<file path="src/rtl/tmt_pkg.sv">
// Shared types, constants and helpers for the text-mode terminal.
// No dependencies; every other file imports this package.
package tmt_pkg;

    localparam int MAX_ROWS  = 32;
    localparam int MAX_COLS  = 128;
    localparam int MEM_DEPTH = MAX_ROWS * MAX_COLS;
    localparam int ADDR_W    = $clog2(MEM_DEPTH);
    localparam int CNT_W     = ADDR_W + 1;
    localparam int ROW_W     = 5;
    localparam int COL_W     = 7;
    localparam int ROWS_W    = 6;
    localparam int COLS_W    = 8;
    localparam int CELL_W    = 16;
    localparam int CFG_IDX_W = 2;
    localparam int CFG_DAT_W = 8;
    localparam int TAB_W     = 3;

    localparam logic [ROWS_W-1:0] ROWS_RESET = ROWS_W'(25);
    localparam logic [COLS_W-1:0] COLS_RESET = COLS_W'(80);
    localparam logic [3:0]        FG_RESET   = 4'hF;
    localparam logic [3:0]        BG_RESET   = 4'h0;
    localparam logic [ROWS_W-1:0] ROWS_MAX   = ROWS_W'(MAX_ROWS);
    localparam logic [COLS_W-1:0] COLS_MAX   = COLS_W'(MAX_COLS);

    localparam logic [CFG_IDX_W-1:0] REG_ROWS = 2'd0;
    localparam logic [CFG_IDX_W-1:0] REG_COLS = 2'd1;
    localparam logic [CFG_IDX_W-1:0] REG_FG   = 2'd2;
    localparam logic [CFG_IDX_W-1:0] REG_BG   = 2'd3;

    localparam logic [2:0] ACT_PUT_CHAR = 3'd0;
    localparam logic [2:0] ACT_SET_CUR  = 3'd1;
    localparam logic [2:0] ACT_DRAW_AT  = 3'd2;
    localparam logic [2:0] ACT_CLS      = 3'd3;
    localparam logic [2:0] ACT_CLR_LINE = 3'd4;
    localparam logic [2:0] ACT_READ     = 3'd5;

    localparam logic [7:0] CH_BS    = 8'd8;
    localparam logic [7:0] CH_TAB   = 8'd9;
    localparam logic [7:0] CH_LF    = 8'd10;
    localparam logic [7:0] CH_CR    = 8'd13;
    localparam logic [7:0] CH_SPACE = 8'h20;

    typedef enum logic [3:0] {
        CMD_NOP,
        CMD_NEWLINE,
        CMD_CR,
        CMD_TAB,
        CMD_BS,
        CMD_PRINT,
        CMD_SET_CUR,
        CMD_DRAW,
        CMD_CLS,
        CMD_CLR_LINE,
        CMD_READ
    } cmd_kind_t;

    typedef struct packed {
        cmd_kind_t          kind;
        logic [7:0]         ch;
        logic [3:0]         fg;
        logic [3:0]         bg;
        logic [ADDR_W-1:0]  addr;
        logic               hit;
        logic [ROW_W-1:0]   set_row;
        logic [COL_W-1:0]   set_col;
    } cmd_t;

    typedef struct packed {
        logic [ROWS_W-1:0]  rows;
        logic [COLS_W-1:0]  cols;
        logic [CNT_W-1:0]   cells;
        logic [ADDR_W-1:0]  last_base;
        logic [3:0]         fg;
        logic [3:0]         bg;
    } term_cfg_t;

    typedef enum logic [3:0] {
        ST_WIPE,
        ST_IDLE,
        ST_EXEC,
        ST_PRINT,
        ST_NEXTLINE,
        ST_COPY,
        ST_FILL,
        ST_READ,
        ST_DONE
    } back_state_t;

    function automatic logic [CELL_W-1:0] make_cell(logic [7:0] ch, logic [3:0] fg,
                                                   logic [3:0] bg);
        return {bg, fg, ch};
    endfunction

endpackage

</file>
<file path="src/rtl/tmt_ifs.sv">
// Handshake channels of the terminal: request, response and register write.
// Depends on tmt_pkg for field widths.
interface tmt_req_if import tmt_pkg::*; ();
    logic             valid;
    logic             ready;
    logic [2:0]       action;
    logic [7:0]       char_code;
    logic [ROW_W-1:0] target_row;
    logic [COL_W-1:0] target_col;
    logic [3:0]       cell_fg;
    logic [3:0]       cell_bg;

    modport source (output valid, action, char_code, target_row, target_col, cell_fg,
                    cell_bg, input ready);
    modport sink (input valid, action, char_code, target_row, target_col, cell_fg,
                  cell_bg, output ready);
endinterface


</file>
<file path="src/rtl/tmt_front.sv">
// Request decoder: classifies each word into a back-end command.
// Depends on tmt_pkg and tmt_req_if.
module tmt_front import tmt_pkg::*;
(
    tmt_req_if.sink          req,
    input  term_cfg_t        geom,
    input  logic             wiping,
    input  logic             q_full,
    output logic             q_push,
    output cmd_t             q_data
);

    logic [CNT_W-1:0] row_base;
    logic             row_ok;
    logic             col_ok;

    assign req.ready = !q_full && !wiping;
    assign q_push    = req.valid && req.ready;

    assign row_base = CNT_W'(req.target_row) * CNT_W'(geom.cols);
    assign row_ok   = ROWS_W'(req.target_row) < geom.rows;
    assign col_ok   = COLS_W'(req.target_col) < geom.cols;

    always_comb
    begin
        q_data         = '0;
        q_data.kind    = CMD_NOP;
        q_data.ch      = req.char_code;
        q_data.fg      = req.cell_fg;
        q_data.bg      = req.cell_bg;
        q_data.addr    = ADDR_W'(row_base + CNT_W'(req.target_col));
        q_data.hit     = row_ok && col_ok;
        q_data.set_row = row_ok ? req.target_row : ROW_W'(geom.rows - 1'b1);
        q_data.set_col = col_ok ? req.target_col : COL_W'(geom.cols - 1'b1);
        case (req.action)
            ACT_PUT_CHAR:
            begin
                if (req.char_code == CH_LF)
                    q_data.kind = CMD_NEWLINE;
                else if (req.char_code == CH_CR)
                    q_data.kind = CMD_CR;
                else if (req.char_code == CH_TAB)
                    q_data.kind = CMD_TAB;
                else if (req.char_code == CH_BS)
                    q_data.kind = CMD_BS;
                else if (req.char_code >= CH_SPACE)
                    q_data.kind = CMD_PRINT;
            end
            ACT_SET_CUR:  q_data.kind = CMD_SET_CUR;
            ACT_DRAW_AT:  q_data.kind = CMD_DRAW;
            ACT_CLS:      q_data.kind = CMD_CLS;
            ACT_CLR_LINE:
            begin
                q_data.kind = CMD_CLR_LINE;
                q_data.addr = ADDR_W'(row_base);
                q_data.hit  = row_ok;
            end
            ACT_READ:     q_data.kind = CMD_READ;
            default:      q_data.kind = CMD_NOP;
        endcase
    end

endmodule

</file>
<file path="src/flat_wrapper.sv">
// flat-port wrapper written by rule: the top's interface ports become plain ports
module tmt_front_flat import tmt_pkg::*;
  (geom, wiping, q_full, q_push, q_data, req_valid, req_action, req_char_code, req_target_row, req_target_col, req_cell_fg, req_cell_bg, req_ready);
  tmt_req_if req_i ();
  input  term_cfg_t geom;
  input  logic wiping;
  input  logic q_full;
  output logic q_push;
  output cmd_t q_data;
  input wire logic [$bits(req_i.valid)-1:0] req_valid;
  input wire logic [$bits(req_i.action)-1:0] req_action;
  input wire logic [$bits(req_i.char_code)-1:0] req_char_code;
  input wire logic [$bits(req_i.target_row)-1:0] req_target_row;
  input wire logic [$bits(req_i.target_col)-1:0] req_target_col;
  input wire logic [$bits(req_i.cell_fg)-1:0] req_cell_fg;
  input wire logic [$bits(req_i.cell_bg)-1:0] req_cell_bg;
  output wire logic [$bits(req_i.ready)-1:0] req_ready;
  assign req_i.valid = req_valid;
  assign req_i.action = req_action;
  assign req_i.char_code = req_char_code;
  assign req_i.target_row = req_target_row;
  assign req_i.target_col = req_target_col;
  assign req_i.cell_fg = req_cell_fg;
  assign req_i.cell_bg = req_cell_bg;
  assign req_ready = req_i.ready;
  tmt_front u_core (.req(req_i), .geom(geom), .wiping(wiping), .q_full(q_full), .q_push(q_push), .q_data(q_data));
endmodule
</file>
<file path="config.mk">
export PLATFORM = sky130hd
export DESIGN_NAME = tmt_front_flat
export DESIGN_NICKNAME = d
export VERILOG_FILES = /design/src/rtl/tmt_pkg.sv /design/src/rtl/tmt_ifs.sv /design/src/rtl/tmt_front.sv /design/src/flat_wrapper.sv
export SDC_FILE = /design/constraint.sdc
export NUM_CORES = 1
export LEC_CHECK = 0
export ABC_AREA = 1
export BUFFER_PORTS_ARGS = -buffer_cell sky130_fd_sc_hd__buf_2
export CAP_MARGIN = 20
export CORE_UTILIZATION = 54
export DETAILED_ROUTE_END_ITERATION = 8
export GPL_TIMING_DRIVEN = 0
export PLACE_DENSITY_LB_ADDON = 0.2
export SLEW_MARGIN = 5
export SYNTH_ARGS = -nofsm -noshare
export SYNTH_HDL_FRONTEND = slang
export SYNTH_SLANG_ARGS = --single-unit
</file>
<file path="constraint.sdc">
create_clock -name vclk -period 18.2
set_input_delay 3.64 -clock vclk [all_inputs]
set_output_delay 3.64 -clock vclk [all_outputs]
set_load 0.005 [all_outputs]
</file>
[Word level (Yosys, flattened, before mapping)]
Index checks and enable logic that the tools add are counted.
Widths: inputs -> output; s select.
Word-level totals
  bits in registers: 0
  latch bits: 0
  memory bits (writable): 0
  memory bits (read-only): 0
  bits of input ports: 81
  logic and storage cells: 31
  memories: 0
Cells by class
  add/subtract/negate cells: 3
  multipliers: 1
  div/mod/pow operators: 0
  order comparisons: 3
  equality and inequality tests: 9
  shift operators: 0
  muxes and demuxes: 9
  bitwise gates (word level): 0
  reduce and logical (&&, ||, !) cells: 6
Operators by type and width (number)
  $eq 8x4->1 const B: 4
  $pmux 4 s6: 1
  $mux 4: 4
  $mux 13: 1
  $add 12x7->12: 1
  $mul 5x8->12: 1
  $ge 8x6->1 const B: 1
  $lt 7x8->1: 1
  $mux 7: 1
  $sub 7x1->7 const B: 1
  $eq 3x2->1 const B: 2
  $eq 3x3->1 const B: 2
  $lt 5x6->1: 1
  $mux 5: 1
  $sub 5x1->5 const B: 1
  $eq 3x1->1 const B: 1
  $logic_and 1x1->1: 3
  $logic_not 3->1: 1
  $mux 3: 1
  $logic_not 1->1: 2

[Logic depth before layout (Yosys ltp)]
  depth in word-level cells: 7
  mapped depth: 23
  mapped depth without buffers: 22

[Worst setup path after synthesis]
Ideal clock, no wire load.
  kind: input -> output
  from: input port req_target_row[3]
  to: output port q_data[24] (netlist bit)
  data arrival time: 7.331 ns
  required time: 14.560 ns
  setup slack: 7.229 ns
  cell stages on the path: 21
  cell sequence: clkbuf_1 -> nand2_1 -> inv_1 -> fa_1 -> fa_1 -> inv_1 -> fa_1 -> inv_1 -> ha_1 -> nand2_1 -> nand3_1 -> xor2_1 -> ha_1 -> nand2_1 -> o21ai_0 -> o21ai_2 -> nor2_4 -> nand2_1 -> nand2_1 -> nand2_1 -> inv_1
RTL lines
  from (decl): RTL line flat_wrapper.sv:13  | input wire logic [$bits(req_i.target_row)-1:0] req_target_row;
  to (decl): RTL line flat_wrapper.sv:9  | output cmd_t q_data;

==> results list <==
- Non-filler instance count after layout: 606
* Buf/Inv on CP: 7
* Instance count along the most critical hold path: 2
* Gate count after technology mapping: 458
* Synthesized area divided by synthesized cell count: 6.007 µm²
- Launching instance or port of the critical path: req_target_row[3]
- The number of global-route vias before repair is 2680.
- At the pin with the least slew margin, the transition time is approximately 460 ps.
- On the worst path, the slowest cell contributes a delay of 540 ps.
- Entering global routing, the biggest net connects 11 pins.
- The first TritonRoute pass finished after 4 iterations.
- Die X-Extent: 73.38 µm
* Starting Density: 0.5712
- Fraction of layout cells with a size suffix above 1: 0.2449
- The first global-routing pass estimated 10850 µm of wire.
- Half-perimeter wire length of the detailed placement result: between 5000 and 6000 µm
- Of the total synthesized cell area, the portion taken by XOR and XNOR cells is 0.04775.
- Power density over the cells: between 60 and 70 nW/µm²
- Crit-path cells: buf_2, clkbuf_1, nand2_1, fa_1, fa_1, fa_1, inv_1, ha_1, inv_1, nand2_2, nand2_1, xnor2_1, ha_1, nand2_1, inv_1, nand2_1, nand3_1, a21oi_1, nor2_4, xnor2_1, inv_1, buf_2
- In the global route stage, overall resource usage came out at 0.2447.
- The layout has 477 filler cells.
- Static leakage: 2.141 nW
* Max capacitance violation total: 0
- In this run, distinct cell masters in the synthesized netlist total 39.
- Of the total synthesized cell area, the portion taken by full adders, half adders and majority gates is 0.3083.
- Wire segments on met2 add up to 3332 µm in the final route.
- Leaving out fill and tap cells, the most frequent cell in the layout is nand2_1.
- Of the available clock period, the critical path in the final layout requires 0.6356.
* Worst Path Required: approximately 15000 ps
- For the final routed database, the setup TNS stands at 0 ps.
* Final min period: 11570 ps
* # DRC: 0
- After detailed placement, the design holds a cell count of 606.
- The net count of the finished layout is 679.
* Post-detailed-route via-to-cell ratio: about 4.9
- After synthesis, the cell types taking the most area are nand2_1, ha_1, inv_1.
- The sequential cells in the finished layout cover a total of 0 µm².
- Max Slew Vio Count: 0
- In the finished design the tool counted flip-flops and latches totalling 0.
- DR vias: 2982
- The run finished with clean final reports.
- Element type at the critical path end: output pin
* Hold/Removal Path Class: input port to output pin
- Setup repair after global routing missed its margin: false
- Of the post-synthesis cell area, the dominant cell type holds 0.1842.
- After detailed routing, no signal wire sits above met4.
* Crit path DAT: roughly 7900 ps
- Based on the critical path, the design can be clocked at up to a little under 90 MHz.
* Final setup vio count: 0
- For this block, the initial DRC count from the detailed router was 119.
- Wire length reported by the detailed router: 6332 µm
- The detailed router put a total of ~2800 µm of wire on met1.
- Post-Syn Area: 2751 µm²
- Post-synthesis compound-gate area fraction: 0.08276
* Tightest slew margin relative to the limit: 0.6928
- Syn-to-layout area delta: 17.78%
- Combinational family with the most area after synthesis: simple AND/OR/NAND/NOR gates
* Number of antenna violations at the first check in global routing: 0
- For this run, the register share of the synthesized area comes to 0.
- The floorplan step set the die height to 73.38 µm.
* Count of nets left with antenna violations after detail routing: 0
- Post-CTS Repair Setup Buffers: 0
- The worst setup path is of the input port to output pin kind.
- Count of clock-net buffers in the final layout: 0
* Buffers added on ports: 81
* Die Footprint: around 5400 µm²
- Total area of multi-input combinational cells: 2203 µm²
- Synthesized netlist net count: 596
* Placer Congestion: about 0.87
- Of the post-synthesis cell area, the part taken by muxes is 0.
- The worst hold path terminates at q_data[27].
* Hold buffer count at CTS: 0
- Among cell families on the critical path, the largest total delay comes from adder cells.
- Across the VDD grid, the largest voltage drop is 0.04515 mV.
- # rows: 25
* Post-synthesis cell type with the largest combined area: nand2_1
* Maximum fanout along the worst path: 9
- CP max stage cell: fa_1
* Most frequent cells in the layout: nand2_1, inv_1, buf_2
* Total I/O pin count: roughly 130
* Routed length on met3: 160 µm
- Number of endpoints with negative hold slack in the final report: 0
- The number of gates resized after CTS was 0.
- Startpoint of the worst hold path: req_cell_bg[2]
- The worst setup path is launched from an input port.
- The total overflow left after global routing is 0.
- Simple-gate share of the synthesized area: 0.3620
* YS warnings: 0
* Antenna diode count: 0
* Average routed wire per standard cell: 10.45 µm
- Std-Cell Core Area: 4817 µm²
-- where the power goes --
part | total [mW] | internal (mW) | leakage (nW) | switching [mW]
Sequential | 0 | 0 | 0 | 0
Combinational | 0.207 | 0.0867 | 2.14 | 0.120
Clock | 0 | 0 | 0 | 0
-- how the worst max path moves through the flow --
| stage | endpoint | cells past startpoint |
|---|---|---|
| 2_1_floorplan | q_data[24] | 21 |
| 3_3_place_gp | q_data[24] | 23 |
| 3_5_place_dp | q_data[21] | 22 |
| 4_1_cts | q_data[21] | 22 |
| 5_1_grt | q_data[21] | 22 |
| 6_report | q_data[21] | 22 |
-- cells in the mapped netlist, types with 3 or more instances --
| master | instances |
|---|---|
| inv_2 | 4 |
| buf_2 | 3 |
| clkbuf_1 | 7 |
| o21ai_1 | 3 |
| nand4_1 | 5 |
| nand2_4 | 3 |
| xnor2_1 | 3 |
| buf_4 | 16 |
| xor2_1 | 12 |
| o21ai_0 | 7 |
| nand2_1 | 135 |
| inv_1 | 98 |
| fa_1 | 18 |
| a21oi_1 | 14 |
| nor3_1 | 5 |
| ha_1 | 39 |
| nand3_1 | 30 |
| nor2_4 | 3 |
| nand2_2 | 12 |
| nor2_1 | 19 |
-- final cells by class --
type | count | area share
Buffer | 26 | 0.04981
Tap cell | 67 | 0.02587
Multi-Input combinational cell | 329 | 0.6799
Inverter | 103 | 0.1193
Timing Repair Buffer | 81 | 0.1251
-- metrics by stage --
| stage | power, mW | setup slack (ps) | instance area (µm²) | hold WS [ps] | utilization |
|---|---|---|---|---|---|
| 2_1_floorplan | 0.1531 | 7229 | 2751 | 7307 | - |
| 4_1_cts | 0.2084 | 6597 | 3241 | 7445 | 0.6727 |
| 5_1_grt | 0.2365 | 6270 | 3241 | 7455 | 0.6727 |
| 3_5_place_dp | 0.2071 | 6605 | 3241 | 7445 | 0.6727 |
| 6_report | 0.2067 | 6632 | 3241 | 7445 | 0.6727 |
| 3_3_place_gp | 0.2027 | 6702 | 3241 | 7446 | 0.6727 |
-- routing by layer --
metal | vias to the layer above | GRT usage
met3 | 4 | 0.006859
met1 | 1365 | 0.3034
met5 | - | 0
met4 | 0 | 0.03632
met2 | 56 | 0.4763
li1 | 1557 | -
-- kinds of logic after synthesis --
family | Yosys count
xor gates and xnor gates | 15
AOI/OAI and AO/OA | 37
adders and majority gates | 57
and+or+nand+nor | 220
buffers and inverters | 129
Power figures use the tool's default switching activity.
