`src/rtl/tmt_pkg.sv`:
```
// Shared types, constants and helpers for the text-mode terminal.
// No dependencies; every other file imports this package.
package tmt_pkg;

    localparam int MAX_ROWS  = 32;
    localparam int MAX_COLS  = 128;
    localparam int MEM_DEPTH = MAX_ROWS * MAX_COLS;
    localparam int ADDR_W    = $clog2(MEM_DEPTH);
    localparam int CNT_W     = ADDR_W + 1;
    localparam int ROW_W     = 5;
    localparam int COL_W     = 7;
    localparam int ROWS_W    = 6;
    localparam int COLS_W    = 8;
    localparam int CELL_W    = 16;
    localparam int CFG_IDX_W = 2;
    localparam int CFG_DAT_W = 8;
    localparam int TAB_W     = 3;

    localparam logic [ROWS_W-1:0] ROWS_RESET = ROWS_W'(25);
    localparam logic [COLS_W-1:0] COLS_RESET = COLS_W'(80);
    localparam logic [3:0]        FG_RESET   = 4'hF;
    localparam logic [3:0]        BG_RESET   = 4'h0;
    localparam logic [ROWS_W-1:0] ROWS_MAX   = ROWS_W'(MAX_ROWS);
    localparam logic [COLS_W-1:0] COLS_MAX   = COLS_W'(MAX_COLS);

    localparam logic [CFG_IDX_W-1:0] REG_ROWS = 2'd0;
    localparam logic [CFG_IDX_W-1:0] REG_COLS = 2'd1;
    localparam logic [CFG_IDX_W-1:0] REG_FG   = 2'd2;
    localparam logic [CFG_IDX_W-1:0] REG_BG   = 2'd3;

    localparam logic [2:0] ACT_PUT_CHAR = 3'd0;
    localparam logic [2:0] ACT_SET_CUR  = 3'd1;
    localparam logic [2:0] ACT_DRAW_AT  = 3'd2;
    localparam logic [2:0] ACT_CLS      = 3'd3;
    localparam logic [2:0] ACT_CLR_LINE = 3'd4;
    localparam logic [2:0] ACT_READ     = 3'd5;

    localparam logic [7:0] CH_BS    = 8'd8;
    localparam logic [7:0] CH_TAB   = 8'd9;
    localparam logic [7:0] CH_LF    = 8'd10;
    localparam logic [7:0] CH_CR    = 8'd13;
    localparam logic [7:0] CH_SPACE = 8'h20;

    typedef enum logic [3:0] {
        CMD_NOP,
        CMD_NEWLINE,
        CMD_CR,
        CMD_TAB,
        CMD_BS,
        CMD_PRINT,
        CMD_SET_CUR,
        CMD_DRAW,
        CMD_CLS,
        CMD_CLR_LINE,
        CMD_READ
    } cmd_kind_t;

    typedef struct packed {
        cmd_kind_t          kind;
        logic [7:0]         ch;
        logic [3:0]         fg;
        logic [3:0]         bg;
        logic [ADDR_W-1:0]  addr;
        logic               hit;
        logic [ROW_W-1:0]   set_row;
        logic [COL_W-1:0]   set_col;
    } cmd_t;

    typedef struct packed {
        logic [ROWS_W-1:0]  rows;
        logic [COLS_W-1:0]  cols;
        logic [CNT_W-1:0]   cells;
        logic [ADDR_W-1:0]  last_base;
        logic [3:0]         fg;
        logic [3:0]         bg;
    } term_cfg_t;

    typedef enum logic [3:0] {
        ST_WIPE,
        ST_IDLE,
        ST_EXEC,
        ST_PRINT,
        ST_NEXTLINE,
        ST_COPY,
        ST_FILL,
        ST_READ,
        ST_DONE
    } back_state_t;

    function automatic logic [CELL_W-1:0] make_cell(logic [7:0] ch, logic [3:0] fg,
                                                   logic [3:0] bg);
        return {bg, fg, ch};
    endfunction

endpackage

```
`src/rtl/tmt_queue.sv`:
```
// Two-entry command queue between decoder and executor.
// Depends on tmt_pkg.
module tmt_queue import tmt_pkg::*;
(
    input  logic clk,
    input  logic rst_n,
    input  logic push,
    input  cmd_t push_data,
    output logic full,
    input  logic pop,
    output cmd_t pop_data,
    output logic empty
);

    cmd_t       entry_reg [2];
    logic       wr_ptr_reg;
    logic       wr_ptr_next;
    logic       rd_ptr_reg;
    logic       rd_ptr_next;
    logic [1:0] count_reg;
    logic [1:0] count_next;

    assign full     = count_reg == 2'd2;
    assign empty    = count_reg == 2'd0;
    assign pop_data = entry_reg[rd_ptr_reg];

    always_comb
    begin
        wr_ptr_next = wr_ptr_reg ^ push;
        rd_ptr_next = rd_ptr_reg ^ pop;
        count_next  = count_reg + 2'(push) - 2'(pop);
    end

    always_ff @(posedge clk or negedge rst_n)
    begin
        if (!rst_n)
        begin
            wr_ptr_reg <= 1'b0;
            rd_ptr_reg <= 1'b0;
            count_reg  <= 2'd0;
        end
        else
        begin
            wr_ptr_reg <= wr_ptr_next;
            rd_ptr_reg <= rd_ptr_next;
            count_reg  <= count_next;
        end
    end

    always_ff @(posedge clk)
    begin
        if (push)
            entry_reg[wr_ptr_reg] <= push_data;
    end

endmodule

```
`config.mk`:
```
export PLATFORM = sky130hd
export DESIGN_NAME = tmt_queue
export DESIGN_NICKNAME = d
export VERILOG_FILES = /design/src/rtl/tmt_pkg.sv /design/src/rtl/tmt_queue.sv
export SDC_FILE = /design/constraint.sdc
export NUM_CORES = 1
export LEC_CHECK = 0
export ABC_AREA = 1
export ABC_CLOCK_PERIOD_IN_PS = 4520
export BUFFER_PORTS_ARGS = -buffer_cell sky130_fd_sc_hd__buf_4
export CAP_MARGIN = 5
export CORE_UTILIZATION = 25
export DETAILED_ROUTE_END_ITERATION = 7
export PLACE_DENSITY = 0.41
export SYNTH_ARGS = -nofsm -noshare
export SYNTH_HDL_FRONTEND = slang
export SYNTH_SLANG_ARGS = --single-unit
export TNS_END_PERCENT = 100
```
`constraint.sdc`:
```
create_clock -name clk -period 4.52 [get_ports clk]
set_input_delay 0 -clock clk [delete_from_list [all_inputs] [get_ports clk]]
set_output_delay 0 -clock clk [all_outputs]
set_load 0.01 [all_outputs]
```
# Word level (Yosys, flattened, before mapping)
# Memories as Yosys holds them, arrays and structs flattened.
# Cells that the tools add are included.
[classes] add_sub_neg=2 eq_ne=1 mux=2 bitwise_logic=2 n_reduce_logical=1
[ops] operator="adder 2 x 1 -> 2 bit" n=1
[ops] operator="equality test 2 bit (second input constant)" n=1
[ops] operator="zero test 2 bit" n=1
[ops] operator="2-to-1 mux 1 bit" n=2
[ops] operator="subtractor 2 x 1 -> 2 bit" n=1
[ops] operator="XOR 1 bit" n=2
[totals] register_bits=4 ramBits=90 input_bits=49 out_inout_bits=47 elab_cells=12 memories=1
[memory_table] memory="entry_reg" depth=2 width=45 rd=1 rd_clocked_by_memory_dff=0 wr=1 line_no="tmt_queue.sv:15" source="cmd_t entry_reg [2];"

# Longest topological paths before layout
# Gate-level depths: netlist of run 1.
[logic_depth] depth_word=2 ltp_mapped=7 ltp_nobuf=7

# Least setup slack after synthesis of run 1
# Ideal clock, no wire load.
[synth_timing] path_type="flip-flop to flip-flop" start="reg wr_ptr_reg" end="mem entry_reg[0][0] (netlist bit), enable pin" setup_ns=0.407 t_arrival_ns=1.532 t_required_ns=4.113 slack_ns=2.581 stages_incl_launch_ff=3 path_buffers=0 synth_period_minus_slack_ns=1.939 path_cell_list="dfrtp_1 inv_1 ha_1"
[synth_lines] item="from (decl)" line_no="tmt_queue.sv:16" source="logic wr_ptr_reg;"
[synth_lines] item="from (signal assigned)" line_no="tmt_queue.sv:44" source="wr_ptr_reg <= wr_ptr_next;"
[synth_lines] item="to (decl)" line_no="tmt_queue.sv:15"
# Straight into the memory's write port.

==> impl_results.md, run 1 <==
* Measured slew at the worst slew-check pin at 1180 ps
* Worst slew margin at 21.3%
* Initial Utilization at 25.8%
* Mapped Area at 3590 µm²
* Post-CTS Setup Inserts at 0
* CTS tree: yes
* 1st-iter DRT viols at 68
* Dominant cell type by area after synthesis: edfxtp_1
* Synth top area cells: edfxtp_1 (75%), o21ai_1 (6.3%), inv_1 (5.4%), nand2_1 (5.2%), buf_6 (3.1%)
* Cell with the most instances after synthesis: edfxtp_1
* Syn Nets at 312
* Share of the synthesized area in the top cell type at 75.2%
* Commonest cells in the netlist: edfxtp_1 (90), inv_1 (52), nand2_1 (50), o21ai_1 (45), buf_6 (10)
* Asr flop ratio synth at 4.26%
* Antenna diodes at 0
* Initial antenna violation count at 0
* Hold Path Origin: push_data[9]
* Clock Latency Late Sink at 340 ps
* Status: finished, final reports clean
* Share of layout cells above drive strength 1 at 27.3%
* Setup violations, final at 0
* Worst r2r src: wr_ptr_reg
* Arr. time, crit path at 2160 ps
* IO Count at 96
* Period minus WS final at 2160 ps
* Crit path kind: register to output pin
* Residual DRC count at 0
* Antenna-violating nets left at 0
* Final worst path period share at 47.8%
* Post-cts resize count at 0
* Sink Count at 94
* Avg Inst Size Synth at 13.9 µm²
* Unrepaired setup endpoints after global routing: false
* Post-synth EDFFs at 90
* Vias in the first global route at 2190
* All-Layer GR Usage at 10.4%
* Post-route cell area at 5220 µm²
* Warnings from Yosys at 0
* Maximum vdd ir drop at 238 µV
* Worst path required time at 4520 ps
* Final Non-Filler Cells at 591
* Largest register FFs at 90
* Fin util at 37.4%
* Routed wire length at 7290 µm
* Sequential fraction of the synthesis area at 78.0%
* Pins Over Slew Limit at 0
* Root Buffer Master: clkbuf_16
* First-pass GRT wire length at 11000 µm
* Worst hold margin at 373 ps
* Vias post-DR at 2282
* Final setup skew at 5.54 ps
* Reg clk slew, reported paths at 60 ps
* Total iterations of the first detailed-routing run at 4
* Critical path peak fanout at 52
* Seq cells post-synth at 94
* Nets at 459
* CTS Buf Count at 9
* Power Dens Cells at 559 nW/µm²
* Die X at 122 µm
* Leakage power at 0.00219 µW
* Crit path from: rd_ptr_reg
* PortBufs at 95
* Grt ovf at 0
* Library cells used by synthesis at 10
* DR vias/cell at 3.86
* Placed instance count at 526
* DPL Wire Length at 4570 µm
* Worst Setup End Kind: output pin
* Die area at 14900 µm²
* Number of H-tree levels at 3
* Die span in y at 122 µm
* Crit path launch type: register
* Area Overhead vs Synth at 45.1%
* Drt wl/cell at 12.3 µm
* Placeable Area at 13900 µm²
* TNS Setup at 0 ps
* Clock buffer depth at 2
* Synthesized instance count at 259
* Area after DPL at 4440 µm²
* Achievable Freq at 0.463 GHz
* Hold Crit Class: input pin to register
* Largest net degree at the start of global routing at 53
* # rows at 43
* Main synth FF type: edfxtp_1
* Hold Vio Cnt, Final at 0
* Gpl congestion at 0.628
* Max_cap viols at 0
-- per-stage QoR --
stage               power [µW]  setup slack, ps
finish                    2920             2360
global route              3120             2140
CTS                       2980             2290
detailed placement        2210             2640
global placement          2200             2620
floorplan                 1790             2580
-- cell families (layout without fill, tap and decap cells) --
group                      after synthesis  after routing  synth area share [%]
adders and majority gates                4              4                  1.39
AOI/OAI and AO/OA                       45             45                  6.27
xor gates and xnor gates                 1              1                 0.244
and+or+nand+nor                         53             53                  5.57
DFF                                     94             94                  78.0
buffers and inverters                   62            214                  8.56
-- final cells by class --
type / instances / area [µm²]
clock inverters: 5 / 50.0
flip-flops and latches: 94 / 2800
clock buffers: 11 / 233
inverters: 52 / 195
repair buffers: 146 / 1220
multi-input cells: 103 / 489
well taps: 180 / 225
fillers: 1365 / 8720
-- repair_timing --
action	4_1_cts	5_1_grt
hold endpoints to repair	97	0
hold buffers	49	0
setup endpoints to repair	0	0
-- layer usage --
metal	wire length, µm	vias up	track usage (%)	part of all wire, %
met4	166	0	5.79	2.3
met3	558	13	3.98	7.7
met2	3250	66	15.7	45
li1	-	1158	-	-
met5	0	-	0	0
met1	3310	1045	12.7	45
-- power by group --
part           total [µW]  internal (µW)  leakage (µW)  switching [µW]
Clock                 729            424      0.000135             305
Sequential           1270           1160      0.000891             106
Combinational         921            429       0.00116             492
Total                2920           2010       0.00219             903
-- final timing paths --
check,to,slack [ps],cells past startpoint
worst max-delay path,pop_data[24],2360,4
worst min-delay path,entry_reg[1][9],370,2
worst max register to register,entry_reg[0][39],2710,2
worst min register to register,count_reg[1],600,3
max in group asynchronous,rd_ptr_reg,3760,3
min in group asynchronous,count_reg[0],560,3
-- critical path, cell delays in order, from the launching register on --
cell	delay [ps]
dfrtp_2	930
buf_4	490
nand2_1	90
o21ai_1	120
buf_4	150
-- cell usage in the layout, fill, tap and decap left out --
| cell type | instances |
|---|---|
| xor2_1 | 1 |
| nand2_1 | 50 |
| dlygate4sd3_1 | 49 |
| o21ai_1 | 45 |
| ha_2 | 2 |
| bufinv_16 | 1 |
| clkinv_1 | 2 |
| dfrtp_2 | 1 |
| dfrtp_1 | 3 |
| ha_1 | 2 |
| nand3_1 | 1 |
| nor2_1 | 2 |
| buf_4 | 97 |
| clkbuf_1 | 2 |
| clkbuf_16 | 9 |
| clkinvlp_4 | 1 |
| clkinv_2 | 1 |
| inv_1 | 52 |
| edfxtp_1 | 90 |
(Power assumes the default switching activity.)
==> run 2, diff against run 1 <==
--- a/config.mk
+++ b/config.mk
@@ -6,12 +6,12 @@
 export NUM_CORES = 1
 export LEC_CHECK = 0
 export ABC_AREA = 1
-export ABC_CLOCK_PERIOD_IN_PS = 4520
+export ABC_CLOCK_PERIOD_IN_PS = 1950
 export BUFFER_PORTS_ARGS = -buffer_cell sky130_fd_sc_hd__buf_4
 export CAP_MARGIN = 5
 export CORE_UTILIZATION = 25
 export DETAILED_ROUTE_END_ITERATION = 7
-export PLACE_DENSITY = 0.41
+export PLACE_DENSITY = 0.42
 export SYNTH_ARGS = -nofsm -noshare
 export SYNTH_HDL_FRONTEND = slang
 export SYNTH_SLANG_ARGS = --single-unit
==> constraint.sdc (replaced) <==
create_clock -name clk -period 1.95 [get_ports clk]
set_input_delay 0 -clock clk [delete_from_list [all_inputs] [get_ports clk]]
set_output_delay 0 -clock clk [all_outputs]
set_load 0.01 [all_outputs]
==> run 2 against run 1 <==
Setup slack got worse by 2100 ps. Global-route usage is 0.41 points lower. Largest power group unchanged. Clock power is 150% higher. Power is 140% higher. Die area stayed put. Largest cell class unchanged.
==> impl_results.md, run 2 (synthesized netlist as in run 1, its figures left out) <==
* Most common cell after layout, fill and taps aside: buf_4
* Total iterations of the first detailed-routing run at 4
* Area Overhead vs Synth at 46.7%
* Met2 usage at 15.5%
* Maximum vdd ir drop at 593 µV
* All-Layer GR Usage at 10.0%
* Critical path peak fanout at 50
* Achievable Freq at 0.599 GHz
* Reg clk slew, reported paths at 60 ps
* Nets at 462
* First-pass GRT wire length at 10900 µm
* Number of H-tree levels at 3
* Crit path launch type: register
* CTS tree: yes
* Period minus WS final at 1670 ps
* TNS Setup at 0 ps
* Pins Over Slew Limit at 0
* Root Buffer Master: clkbuf_16
* Met3 capacity usage during global routing at 2.72%
* Hold Path Depth at 2
* Fin util at 37.8%
* Worst Hold Endpoint: entry_reg[0][4]
* # rows at 43
* Vias in the first global route at 2263
* Final setup skew at 3.66 ps
* Reg-to-reg endpoint: entry_reg[0][33]
* Worst slew margin at 69.9%
* Commonest cells after routing, fill and taps aside: buf_4 (99), edfxtp_1 (90), inv_1 (52)
* Worst path required time at 1950 ps
* Fill cell count at 1349
* Grt ovf at 0
* Share of layout cells above drive strength 1 at 28.1%
* Die span in y at 122 µm
* Residual DRC count at 0
* Crit path kind: register to output pin
* Hold Vio Cnt, Final at 0
* PortBufs at 95
* DPL Wire Length at 4340 µm
* R2r worst-path depth at 3
* Largest register FFs at 90
* Placeable Area at 13900 µm²
* Initial antenna violation count at 0
* Initial Utilization at 25.8%
* Vias post-DR at 2258
* Antenna-violating nets left at 0
* Hold Crit Class: input pin to register
* Largest net degree at the start of global routing at 51
* Gpl congestion at 0.658
* Met1 Use GR at 12.3%
* Hold Path Origin: push_data[4]
* Antenna diodes at 0
* Power Dens Cells at 1310 nW/µm²
* CTS Buf Count at 9
* GRT busiest layer: met2
* Leakage power at 0.00222 µW
* Worst r2r src: wr_ptr_reg
* DR vias/cell at 3.81
* Arr. time, crit path at 1670 ps
* Worst Setup End Kind: output pin
* Measured slew at the worst slew-check pin at 452 ps
* Reg-to-reg slack, setup at 640 ps
* Crit path from: rd_ptr_reg
* Die X at 122 µm
* 1st-iter DRT viols at 98
* Max_cap viols at 0
* Sink Count at 94
* IO Count at 96
* Setup violations, final at 0
* Clock buffer depth at 2
* Final worst path period share at 85.6%
* Routed wire length at 6830 µm
* Clock Latency Late Sink at 340 ps
* Drt wl/cell at 11.5 µm
* Unrepaired setup endpoints after global routing: false
* Status: finished, final reports clean
* Die area at 14900 µm²
* Post-CTS Setup Inserts at 0
==> run 2: per-stage QoR <==
step | hold WS [ps] | setup WS, ps | instance area (µm²) | power, µW | instances
3_5_place_dp | -199 | 585 | 4480 | 5140 | 529
5_1_grt | 377 | 105 | 5270 | 7350 | 593
3_3_place_gp | -194 | 601 | 4480 | 5110 | 529
6_report | 379 | 280 | 5270 | 6890 | 593
2_1_floorplan | -296 | 11.2 | 3590 | 4150 | 259
4_1_cts | 362 | 209 | 5270 | 7040 | 593
==> run 2: layout make-up <==
cell class / instances / area, µm² / share of cell area [%]
well taps: 180 / 225 / 4.27
inverters: 52 / 195 / 3.70
flip-flops and latches: 94 / 2810 / 53.2
multi-input cells: 103 / 489 / 9.28
clock buffers: 9 / 225 / 4.27
repair buffers: 149 / 1250 / 23.8
clock inverters: 6 / 77.6 / 1.47
==> run 2: power by group <==
group,internal [µW],switching (µW),total (µW)
clock network,1100,697,1800
logic,1030,1150,2180
registers,2690,222,2910
total,4820,2070,6890
==> run 2: worst max-delay path, cell delays in order (launching register included) <==
cell and delay, ps:
dfrtp_4 710, buf_12 280, nand2_1 70, o21ai_1 100
buf_4 150
==> run 2: timing repair <==
action / CTS / global route
hold buffers: 49 / 0
hold endpoints to repair: 97 / 0
endpoints found under the setup margin: 0 / 0
gates resized for setup: 0 / 0
==> run 2: worst max path at each step <==
stage,endpoint,slack (ps),cells past startpoint
2_1_floorplan,entry_reg[0][0],10,2
3_3_place_gp,pop_data[22],600,4
3_5_place_dp,pop_data[22],580,4
4_1_cts,pop_data[22],210,4
5_1_grt,pop_data[22],100,4
6_report,pop_data[33],280,4
==> run 2: per-layer routing <==
layer	wire (µm)	part of all wire [%]	vias up
met1	3090	45	1023
met3	385	5.6	11
met4	175	2.6	0
li1	-	-	1163
met2	3180	47	61
met5	0	0	-
==> run 3, diff against run 2 <==
--- a/config.mk
+++ b/config.mk
@@ -9,9 +9,9 @@
 export ABC_CLOCK_PERIOD_IN_PS = 1950
 export BUFFER_PORTS_ARGS = -buffer_cell sky130_fd_sc_hd__buf_4
 export CAP_MARGIN = 5
-export CORE_UTILIZATION = 25
+export CORE_UTILIZATION = 47
 export DETAILED_ROUTE_END_ITERATION = 7
-export PLACE_DENSITY = 0.42
+export PLACE_DENSITY = 0.72
 export SYNTH_ARGS = -nofsm -noshare
 export SYNTH_HDL_FRONTEND = slang
 export SYNTH_SLANG_ARGS = --single-unit
==> run 3 against run 2 <==
Sequential power down 2%. Cell count down 13%. Sequential share of layout area rose by 1.8 points. Setup slack improved by 4.3 ps. Worst hold slack worse by 7.3 ps. Highest routed layer unchanged. Global-route usage is 6.7 points higher. Power shrank 5.5%. Critical path depth unchanged. Core utilization up 32 points. Clock skew grew 2.4 ps. Flip-flop and latch count stayed put.
==> impl_results.md, run 3 (synthesized netlist as in run 1, its figures left out) <==
* Status: finished, final reports clean
* CTS hold repair buffers at 49
* PortBufs at 95
* Total iterations of the first detailed-routing run at 4
* Placed instance count at 450
* Post-cts resize count at 0
* Share of layout cells above drive strength 1 at 28.8%
* Setup violations, final at 0
* CP max stage cell: dfrtp_2
* Unrepaired setup endpoints after global routing: false
* Worst slew margin at 69.5%
* Initial Utilization at 49.0%
* Post-CTS Setup Inserts at 0
* Gate power share at 34.8%
* Pins Over Slew Limit at 0
* Critical-path cell list: buf_4 -> nand2_1 -> o21ai_1 -> buf_4
* Worst Setup End Kind: output pin
* Post-route cell area at 5100 µm²
* Vias in the first global route at 2168
* Antenna-violating nets left at 0
* Worst path max stage delay at 670 ps
* Placeable Area at 7330 µm²
* Drt wl/cell at 12.5 µm
* Arr. time, crit path at 1670 ps
* Root Buffer Master: clkbuf_8
* Leakage power at 0.00219 µW
* Largest net degree at the start of global routing at 45
* Antenna diodes at 0
* Period minus WS final at 1670 ps
* Reg clk slew, reported paths at 90 ps
* Worst path required time at 1950 ps
* Hold Crit Class: input pin to register
* Most common cell after layout, fill and taps aside: buf_4
* Commonest cells after routing, fill and taps aside: buf_4 (101), edfxtp_1 (90), inv_1 (52)
* DR vias/cell at 4.56
* # rows at 31
* Crit path launch type: register
* Power Dens Cells at 1280 nW/µm²
* Achievable Freq at 0.600 GHz
* Switching pwr at 2040 µW
* Maximum vdd ir drop at 859 µV
* Largest register FFs at 90
* Crit path from: rd_ptr_reg
* Area of the multi-input gates at 489 µm²
* Worst r2r src: wr_ptr_reg
* CTS Buf Count at 9
* Measured slew at the worst slew-check pin at 457 ps
* Worst setup path end: pop_data[40]
* Routed wire length at 6410 µm
* Final worst path period share at 85.4%
* Initial antenna violation count at 0
* Sw Share at 31.4%
* Reg area at 2800 µm²
* Die area at 8000 µm²
* Reg-to-reg slack, setup at 620 ps
* Area Overhead vs Synth at 41.9%
* Critical path peak fanout at 25
* TNS Setup at 0 ps
* Die X at 89.5 µm
* DPL Wire Length at 3960 µm
* Area after DPL at 4390 µm²
* Final setup skew at 6.04 ps
* 1st-iter DRT viols at 117
* Register share of total power at 43.8%
* Max_cap viols at 0
* Clock buffer depth at 2
* CTS tree: yes
* IO Count at 96
* Final Non-Filler Cells at 515
* Int Pwr at 4470 µW
* Crit path kind: register to output pin
* Grt ovf at 0
* Fill cell count at 508
* First-pass GRT wire length at 9540 µm
* CP dominant cell by count: buf_4
* Vias post-DR at 2346
* Hold Vio Cnt, Final at 0
* Sink Count at 94
* Clock Latency Late Sink at 350 ps
* Hold Path Depth at 2
* Die span in y at 89.5 µm
* Residual DRC count at 0
* All-Layer GR Usage at 16.7%
* Gpl congestion at 0.666
* Number of H-tree levels at 3
* Clock power share at 21.3%
* Nets at 464
* Worst hold margin at 372 ps
* R2r worst-path depth at 3
* Reg-to-reg endpoint: entry_reg[0][24]
run 3: changes by cell type in the layout (fill, tap and decap cells not counted), sizes merged:
cell    previous run  this run
inv               52        55
clkinv             4         2
buf              100       102
run 3: worst min path at each step:
stage                             start               end  slack, ps
final                     push_data[44]  entry_reg[1][44]        370
after global routing       push_data[1]   entry_reg[0][1]        350
after CTS                  push_data[1]   entry_reg[0][1]        350
after detailed placement          rst_n      count_reg[0]       -200
after global placement            rst_n      count_reg[0]       -200
after floorplan                   rst_n      count_reg[0]       -300
run 3: power groups by stage:
stage / clock (µW) / combinational (µW) / sequential [µW]
after global placement: 0 / 2150 / 2890
final: 1390 / 2270 / 2850
after CTS: 1420 / 2280 / 2850
after floorplan: 0 / 1330 / 2820
after detailed placement: 0 / 2200 / 2900
after global routing: 1490 / 2520 / 2900
run 3: per-stage QoR:
step	util, %	power (µW)	worst slack [ps]
after floorplan	-	4150	11.2
after global placement	59.9	5040	639
after detailed placement	59.9	5100	613
after CTS	69.6	6560	303
after global routing	69.6	6910	170
final	69.6	6510	284
run 3: cell type report:
cell class	count	area share, %
clock buffer	9	2.43
clock inverter	7	1.86
inverter	52	3.83
multi-input combinational	103	9.59
sequential	94	55.0
tap	99	2.43
timing repair buffer	151	24.9
run 3: routing by layer:
metal	part of all wire, %	vias to the layer above	GRT usage [%]
met3	5.2	7	5.26
met4	1.2	0	6.49
met2	52	74	29.6
met1	42	1098	19.0
met5	0	-	0
li1	-	1167	-
run 3: worst max-delay path: cells and delay by family, from the launching register on:
kind	cells	cell delay, ps
compound gates	1	120
simple gates	1	80
buf+inv	2	450
flops	1	670
